File: config.mk
export PLATFORM = sky130hd
export DESIGN_NAME = bearer_request_coalescing_queue_unit
export DESIGN_NICKNAME = d
export VERILOG_FILES = /design/src/hw/rtl/brcq_pkg.sv /design/src/hw/rtl/bearer_request_coalescing_queue_unit.sv /design/src/hw/rtl/brcq_ctrl.sv /design/src/hw/rtl/brcq_datapath.sv
export VERILOG_INCLUDE_DIRS = /design/src /design/src/hw/rtl
export SDC_FILE = /design/constraint.sdc
export NUM_CORES = 1
export LEC_CHECK = 0
export BUFFER_PORTS_ARGS = -buffer_cell sky130_fd_sc_hd__buf_2
export CAP_MARGIN = 20
export CELL_PAD_IN_SITES_DETAIL_PLACEMENT = 0
export CELL_PAD_IN_SITES_GLOBAL_PLACEMENT = 2
export CORE_ASPECT_RATIO = 1.1
export CORE_UTILIZATION = 39
export DETAILED_ROUTE_END_ITERATION = 7
export GPL_TIMING_DRIVEN = 0
export PLACE_DENSITY_LB_ADDON = 0.1
export SYNTH_ARGS = -nofsm -noshare
export SYNTH_HDL_FRONTEND = slang
export SYNTH_SLANG_ARGS = --single-unit
export TNS_END_PERCENT = 30
File: constraint.sdc
create_clock -name clk -period 3.15 [get_ports clk]
set_input_delay 0.315 -clock clk [delete_from_list [all_inputs] [get_ports clk]]
set_output_delay 0.315 -clock clk [all_outputs]
set_load 0.1 [all_outputs]
File: src/hw/rtl/assert_macros.svh
// Assertion macros used by the RTL datapath.
`ifndef ASSERT_MACROS_SVH
`define ASSERT_MACROS_SVH

// Same-cycle implication, disabled during reset.
`define ASSERT_IMPL(label, clk, rst, ante, cons) \
  label: assert property (@(posedge clk) disable iff (rst) (ante) |-> (cons)) \
    else $error("assertion failed");

// Next-cycle implication, disabled during reset.
`define ASSERT_NEXT(label, clk, rst, ante, cons) \
  label: assert property (@(posedge clk) disable iff (rst) (ante) |=> (cons)) \
    else $error("assertion failed");

`endif

File: src/hw/rtl/brcq_pkg.sv
// Types and constants of the bearer request coalescing queue.
package brcq_pkg;

  localparam int BRCQ_QUEUE_DEPTH = 8;
  localparam int BEARER_BITS      = 8;

  typedef struct packed {
    logic                   action;
    logic [BEARER_BITS-1:0] bearer_mask;
    logic                   want_on;
    logic                   completion_failed;
  } brcq_item_t;

  typedef struct packed {
    logic                   issue_valid;
    logic [BEARER_BITS-1:0] issue_bearer;
    logic                   issue_on;
    logic                   result_code;
    logic                   pending;
    logic [BEARER_BITS-1:0] current_status;
  } brcq_result_t;

  typedef struct packed {
    logic [BEARER_BITS-1:0] bearer;
    logic                   on;
    logic                   in_flight;
  } brcq_entry_t;

  localparam logic ACT_REQUEST    = 1'b0;
  localparam logic ACT_COMPLETION = 1'b1;

  localparam logic CODE_OK   = 1'b0;
  localparam logic CODE_FULL = 1'b1;

  typedef enum logic [1:0] {
    ST_IDLE,
    ST_WALK,
    ST_FINISH
  } brcq_state_t;

  typedef struct packed {
    logic start;
    logic step;
    logic finish;
  } brcq_cmd_t;

  typedef struct packed {
    logic walk_done;
    logic out_free;
  } brcq_sts_t;

endpackage

File: src/hw/rtl/bearer_request_coalescing_queue_unit.sv
// Bearer request coalescing queue: one result transaction per item transaction.
// The block takes one item at a time. Each item walks the stored queue once
// through an entry memory with one read and one write port, reading and
// compacting one entry per cycle; the queue holds at most QUEUE_DEPTH entries.
// An item is handled in steps: capture the item and update the status mask,
// walk the queue (memory reads, then a closing step once the reads are done),
// then append and load the result. The append step is held off for as long as
// an earlier result is still stalled in the output register. The result sits
// in that register, so the next item is accepted while it waits to be taken.
// No clearing pass runs after reset.
module bearer_request_coalescing_queue_unit import brcq_pkg::*; #(
  parameter int QUEUE_DEPTH = BRCQ_QUEUE_DEPTH
) (
  input  logic         clk,
  input  logic         rst,
  input  logic         item_valid,
  output logic         item_stall,
  input  brcq_item_t   item,
  output logic         result_valid,
  input  logic         result_stall,
  output brcq_result_t result
);

  brcq_cmd_t cmd;
  brcq_sts_t sts;

  brcq_ctrl u_ctrl (
    .clk        (clk),
    .rst        (rst),
    .item_valid (item_valid),
    .item_stall (item_stall),
    .sts        (sts),
    .cmd        (cmd)
  );

  brcq_datapath #(
    .QUEUE_DEPTH (QUEUE_DEPTH)
  ) u_datapath (
    .clk          (clk),
    .rst          (rst),
    .cmd          (cmd),
    .sts          (sts),
    .item         (item),
    .result       (result),
    .result_valid (result_valid),
    .result_stall (result_stall)
  );

endmodule

File: src/hw/rtl/brcq_ctrl.sv
// Sequencing state machine of the bearer request coalescing queue.
module brcq_ctrl import brcq_pkg::*; (
  input  logic      clk,
  input  logic      rst,
  input  logic      item_valid,
  output logic      item_stall,
  input  brcq_sts_t sts,
  output brcq_cmd_t cmd
);

  brcq_state_t state, state_next;

  always_ff @(posedge clk) begin
    if (rst) begin
      state <= ST_IDLE;
    end else begin
      state <= state_next;
    end
  end

  always_comb begin
    state_next = state;
    unique case (state)
      ST_IDLE: begin
        if (item_valid) state_next = ST_WALK;
      end
      ST_WALK: begin
        if (sts.walk_done) state_next = ST_FINISH;
      end
      ST_FINISH: begin
        if (sts.out_free) state_next = ST_IDLE;
      end
      default: state_next = ST_IDLE;
    endcase
  end

  always_comb begin
    cmd        = '0;
    item_stall = 1'b1;
    unique case (state)
      ST_IDLE: begin
        item_stall = 1'b0;
        cmd.start  = item_valid;
      end
      ST_WALK: begin
        cmd.step = 1'b1;
      end
      ST_FINISH: begin
        cmd.finish = sts.out_free;
      end
      default: begin
        item_stall = 1'b1;
      end
    endcase
  end

endmodule

File: src/hw/rtl/brcq_datapath.sv
// Queue memory, compaction walk, status mask and result register.
`include "assert_macros.svh"

module brcq_datapath import brcq_pkg::*; #(
  parameter int QUEUE_DEPTH = BRCQ_QUEUE_DEPTH
) (
  input  logic         clk,
  input  logic         rst,
  input  brcq_cmd_t    cmd,
  output brcq_sts_t    sts,
  input  brcq_item_t   item,
  output brcq_result_t result,
  output logic         result_valid,
  input  logic         result_stall
);

  localparam int CW = $clog2(QUEUE_DEPTH + 1);
  localparam int AW = $clog2(QUEUE_DEPTH);

  brcq_entry_t            mem [QUEUE_DEPTH];
  brcq_entry_t            rd_data;
  logic                   rd_valid;
  logic [CW-1:0]          rd_ptr;
  logic [CW-1:0]          wr_ptr;
  logic [CW-1:0]          count;
  logic [BEARER_BITS-1:0] status;
  logic [BEARER_BITS-1:0] cur_bearer;
  logic                   cur_action;
  logic                   cur_on;
  logic                   found;
  logic                   handled;
  logic                   f_on;
  logic                   iss_valid;
  logic                   iss_on;

  logic                   rd_en;
  logic                   match;
  logic                   cur_st;
  logic                   keep;
  brcq_entry_t            walk_entry;
  logic                   found_next;
  logic                   handled_next;
  logic                   f_on_next;
  logic                   iss_valid_next;
  logic                   iss_on_next;
  logic                   need_app;
  logic                   full;
  logic                   app_ok;
  brcq_entry_t            app_entry;
  logic                   wr_en;
  brcq_entry_t            wr_data;
  logic [CW-1:0]          count_next;
  brcq_result_t           result_next;

  assign rd_en  = cmd.step && (rd_ptr < count);
  assign match  = (rd_data.bearer == cur_bearer);
  assign cur_st = |(status & cur_bearer);

  // One entry per walk step: keep it (possibly marked in flight) or drop it.
  always_comb begin
    keep           = 1'b1;
    walk_entry     = rd_data;
    found_next     = found;
    handled_next   = handled;
    f_on_next      = f_on;
    iss_valid_next = iss_valid;
    iss_on_next    = iss_on;
    if (cur_action == ACT_REQUEST) begin
      if (match && !found && rd_data.in_flight) begin
        found_next = 1'b1;
        f_on_next  = rd_data.on;
      end else if (match && found) begin
        keep = 1'b0;
      end
    end else begin
      if (match && !found && rd_data.in_flight) begin
        keep       = 1'b0;
        found_next = 1'b1;
      end else if (match && !handled) begin
        handled_next = 1'b1;
        if (rd_data.on != cur_st) begin
          walk_entry.in_flight = 1'b1;
          iss_valid_next       = 1'b1;
          iss_on_next          = rd_data.on;
        end else begin
          keep = 1'b0;
        end
      end
    end
  end

  // Append decision at the end of the walk; wr_ptr is the compacted count.
  always_comb begin
    if (cur_action == ACT_REQUEST) begin
      need_app = found ? (f_on != cur_on) : (cur_on != cur_st);
    end else begin
      need_app = 1'b0;
    end
    full                = (wr_ptr == CW'(QUEUE_DEPTH));
    app_ok              = need_app && !full;
    app_entry.bearer    = cur_bearer;
    app_entry.on        = cur_on;
    app_entry.in_flight = !found;
    count_next          = app_ok ? wr_ptr + CW'(1) : wr_ptr;
  end

  always_comb begin
    result_next = '0;
    if (cur_action == ACT_REQUEST) begin
      result_next.issue_valid = app_ok && !found;
      result_next.issue_on    = app_ok && !found && cur_on;
      result_next.result_code = (need_app && full) ? CODE_FULL : CODE_OK;
    end else begin
      result_next.issue_valid = iss_valid;
      result_next.issue_on    = iss_valid && iss_on;
      result_next.result_code = CODE_OK;
    end
    result_next.issue_bearer   = result_next.issue_valid ? cur_bearer : '0;
    result_next.pending        = (count_next != '0);
    result_next.current_status = status;
  end

  assign wr_en   = (cmd.step && rd_valid && keep) || (cmd.finish && app_ok);
  assign wr_data = cmd.finish ? app_entry : walk_entry;

  always_ff @(posedge clk) begin
    if (wr_en) mem[wr_ptr[AW-1:0]] <= wr_data;
    if (rd_en) rd_data <= mem[rd_ptr[AW-1:0]];
  end

  always_ff @(posedge clk) begin
    if (rst) begin
      rd_valid <= 1'b0;
      count    <= '0;
      status   <= '0;
    end else if (cmd.start) begin
      rd_valid <= 1'b0;
      if (item.action == ACT_COMPLETION && !item.completion_failed) begin
        status <= item.want_on ? (status | item.bearer_mask) : (status & ~item.bearer_mask);
      end
    end else if (cmd.step) begin
      rd_valid <= rd_en;
    end else if (cmd.finish) begin
      count <= count_next;
    end
  end

  always_ff @(posedge clk) begin
    if (cmd.start) begin
      cur_action <= item.action;
      cur_bearer <= item.bearer_mask;
      cur_on     <= item.want_on;
      rd_ptr     <= '0;
      wr_ptr     <= '0;
      found      <= 1'b0;
      handled    <= 1'b0;
      f_on       <= 1'b0;
      iss_valid  <= 1'b0;
      iss_on     <= 1'b0;
    end else if (cmd.step) begin
      if (rd_en) rd_ptr <= rd_ptr + CW'(1);
      if (rd_valid) begin
        if (keep) wr_ptr <= wr_ptr + CW'(1);
        found     <= found_next;
        handled   <= handled_next;
        f_on      <= f_on_next;
        iss_valid <= iss_valid_next;
        iss_on    <= iss_on_next;
      end
    end
  end

  // Result register; the next item may be accepted while it waits.
  always_ff @(posedge clk) begin
    if (rst) begin
      result_valid <= 1'b0;
    end else if (cmd.finish) begin
      result_valid <= 1'b1;
    end else if (!result_stall) begin
      result_valid <= 1'b0;
    end
  end

  always_ff @(posedge clk) begin
    if (cmd.finish) result <= result_next;
  end

  assign sts.walk_done = (rd_ptr == count) && !rd_valid;
  assign sts.out_free  = !result_valid || !result_stall;

  `ASSERT_IMPL(a_wr_behind_rd, clk, rst, cmd.step, wr_ptr <= rd_ptr)
  `ASSERT_IMPL(a_rd_in_range, clk, rst, cmd.step, rd_ptr <= count)
  `ASSERT_IMPL(a_count_bound, clk, rst, 1'b1, count <= CW'(QUEUE_DEPTH))
  `ASSERT_NEXT(a_finish_loads, clk, rst, cmd.finish, result_valid && result.pending == (count != '0))

endmodule

==> summary.md <==
| Metric | Value |
|---|---|
| Critical setup path kind | `reg2reg` |
| Skew final | `0.00951 ns` |
| Vias | `3800` |
| Final Wtd Congestion | `0.815` |
| Clock Power Share | `36.4%` |
| Final cell count without fillers | `between 700 and 800` |
| Clock buffer count from CTS | `17` |
| Worst-path clk slew | `0.06 ns` |
| CTS Root Cell | `clkbuf_16` |
| Hold Slack | `0.0781 ns` |
| Synthesized flop and latch total | `149` |
| Total wire length | `between 10000 and 15000 um` |
| Setup TNS | `0 ns` |
| Initial Utilization | `40.2%` |
| CP max FO | `8` |
| Logic pwr share | `approximately a fifth` |
| CTS tree | `built` |
| Endpoints failing setup | `0` |
| Synth area leaders | `edfxtp_1 57%, dfxtp_1 9.1%, mux4_2 7.1%` |
| Sequential fraction of the synthesis area | `between 60% and 70%` |
| Seq pwr share | `about 43%` |
| Final net count | `530` |
| Post-synth EDFFs | `120` |
| DRT antenna net count | `0` |
| Post-synth top flop | `edfxtp_1` |
| Diodes inserted | `0` |
| Placed Instances | `a little under 700` |
| Vias in the first global route | `3895` |
| P_leak | `roughly 2.6 nW` |
| Switching Share | `30.6%` |
| Die W | `about 120 um` |
| DRC errors left | `0` |
| Net Count, Synth | `~460` |
| CP Capture Type | `flop` |
| DP HPWL | `10200 um` |
| Synthesized cell area | `0.00637 mm2` |
| Port bufs | `35` |
| Worst rel slew slack | `39.9%` |
| Initial antenna violation count | `0` |
| Fin. Hold Viols | `0` |
| Max_cap viols | `0` |
| Cell Rows | `48` |
| First drt pass iteration count | `4` |
| RSZ-0062 raised after global routing | `no` |
| Post-Syn Instances | `442` |
| First-pass GRT wire length | `22000 um` |
| Fmax | `between 300 and 400 MHz` |
| Area Growth Syn to Fin | `18.4%` |
| Switch Pwr | `between 0.0015 and 0.002 W` |
| Core area | `0.0159 mm2` |
| CTS sink cnt | `149` |
| Hold Path Class | `in2reg` |
| Outcome | `finished, final reports clean` |
| Hold_buf cts | `0` |
| Syn. warnings | `0` |
| Die Height | `approximately 140 um` |
| Most numerous cell in the Yosys netlist | `edfxtp_1` |
| Worst vdd ir | `0.000396 V` |
| Largest net degree at the start of global routing | `30` |
| Min cycle time layout | `2.87 ns` |
| H-Tree Depth | `4` |
| Cell accounting for the most synthesized area | `edfxtp_1` |
| Total gr overflow | `0` |
| Internal | `between 0.003 and 0.004 W` |
| Avg Cell Area, Syn | `14.4 um2` |
| Slew @ Worst Pin | `0.895 ns` |
| Drt wl/cell | `19.5 um` |
| Vias/cell | `5.27` |
| CP Data Required Time | `3.29 ns` |
| Critical Path Start Type | `flop` |
| Asr flop ratio synth | `0%` |
| Yosys top cell area share | `56.6%` |
| Post-route clock period utilization | `between 90% and 100%` |
| Final Slew Violations | `0` |
| CP arrival | `3.01 ns` |
| GRT Util Overall | `a little under a fifth` |
| Layout cells sized above 1 | `a little over a quarter` |
| Top Ports | `37` |
| Clk Latency, worst-skew pair | `approximately 0.43 ns` |
| Post-synth cell types | `57` |
| Die area | `0.0168 mm2` |
| PwrDens | `742 mW/mm2` |
| Initial DRC count | `252` |
| Top cells by count, synth | `120 x edfxtp_1, 46 x nand2_1, 32 x nor2_1, 29 x dfxtp_1, 20 x mux4_2` |
| Maximum root-to-sink buffer count | `2` |
==> registers in the layout, summed over array words and instances (netlist names), 2 cells and up, named ones only <==
register               flops
u_ctrl.state               2
u_datapath.count           4
u_datapath.cur_bearer      8
u_datapath.mem            80
u_datapath.rd_data        10
u_datapath.rd_ptr          4
u_datapath.result         20
u_datapath.wr_ptr          4
==> routing by layer <==
| metal | GRT usage [%] | up-vias | routed length [um] |
|---|---|---|---|
| li1 | - | 1833 | - |
| met1 | 24.7 | 1869 | 6530 |
| met2 | 29.1 | 79 | 6610 |
| met3 | 3.82 | 19 | 536 |
| met4 | 8.70 | 0 | 369 |
| met5 | 0 | - | 0 |
==> power by group through the flow <==
| stage | registers [W] | clock network, W | logic [W] |
|---|---|---|---|
| 6_report | 0.00242 | 0.00204 | 0.00114 |
| 5_1_grt | 0.00243 | 0.00216 | 0.00125 |
| 4_1_cts | 0.00242 | 0.00207 | 0.00116 |
| 3_5_place_dp | 0.00246 | 0 | 0.00116 |
| 3_3_place_gp | 0.00246 | 0 | 0.00114 |
| 2_1_floorplan | 0.00266 | 0 | 0.000657 |
==> critical path, stage by stage (launching register included) <==
cell and delay [ns]:
edfxtp_1 0.50, a22oi_2 0.35, and4_1 0.26, buf_6 0.14
a211o_4 0.17, nand3_2 0.17, a21oi_1 0.70, buf_4 0.29
==> cell type report <==
class,instances,area (um2)
plain buffers,20,97.6
clock buffers,17,425
clock inverters,15,164
fillers,1429,8310
inverters,14,52.6
multi-input cells,259,2080
flip-flops and latches,149,4180
well taps,200,250
repair buffers,47,283
==> cell usage in the layout (no fill, tap or decap), drive strengths merged, types with 2 or more instances in the layout <==
master,netlist,layout
buf,4,51
or2,3,3
inv,13,22
nand2,46,46
dfxtp,29,29
and3,2,2
a2111oi,4,4
nor3,2,2
a311oi,3,3
or3,3,3
a221oi,2,2
edfxtp,120,120
a21oi,11,11
and4,3,3
nor2,33,33
o21ai,11,11
nand2b,5,5
o2111ai,2,2
o21a,2,2
ha,7,7
a211oi,6,6
nor4,9,9
and2,8,8
bufinv,0,2
a41oi,2,2
nor2b,2,2
o31ai,3,3
clkbuf,16,33
mux2,10,10
nand4,6,6
a31oi,3,3
nand3,11,11
mux2i,12,12
nor3b,2,2
o211ai,3,3
clkinv,1,4
or4,2,2
a22oi,5,5
mux4,20,20
xnor2,11,11
==> metrics by stage <==
stage / setup slack, ns / area [um2] / power (W) / utilization, %
floorplan: 0.0865 / 6370 / 0.00331 / -
global placement: -1.40 / 6790 / 0.00360 / 42.9
detailed placement: 0.0442 / 6950 / 0.00362 / 43.8
CTS: 0.0135 / 7540 / 0.00566 / 47.5
global route: 0.126 / 7540 / 0.00585 / 47.6
finish: 0.281 / 7540 / 0.00560 / 47.6
==> logic make-up (layout without fill, tap and decap cells) <==
logic type / Yosys count / count (layout) / share of synthesized area, %
flip-flops: 149 / 149 / 65.7
XOR/XNOR: 12 / 12 / 1.65
AND/OR/NAND/NOR: 139 / 139 / 10.8
multiplexers: 42 / 42 / 10.7
AO/OA/AOI/OAI: 59 / 59 / 7.45
buffers and inverters: 34 / 113 / 2.30
adder cells (fa/ha/maj): 7 / 7 / 1.38
==> repair_timing <==
item / CTS / global route
buffers inserted: 0 / 0
resized for setup: 0 / 4
endpoints found under the setup margin: 0 / 15
==> worst paths after layout <==
| path | end | cells past startpoint | start | slack, ns |
|---|---|---|---|---|
| worst max-delay path | u_datapath.mem[7][4]$_DFFE_PP_ | 7 | u_datapath.cur_bearer[2]$_DFFE_PP_ | 0.28 |
| worst min-delay path | u_datapath.cur_action$_DFFE_PP_ | 1 | item[10] | 0.08 |
| worst max register to register | u_datapath.mem[7][4]$_DFFE_PP_ | 7 | u_datapath.cur_bearer[2]$_DFFE_PP_ | 0.28 |
| worst min register to register | u_datapath.result[7]$_DFFE_PP_ | 0 | flop | 0.48 |
No activity file was read; power rests on OpenSTA's default activity.
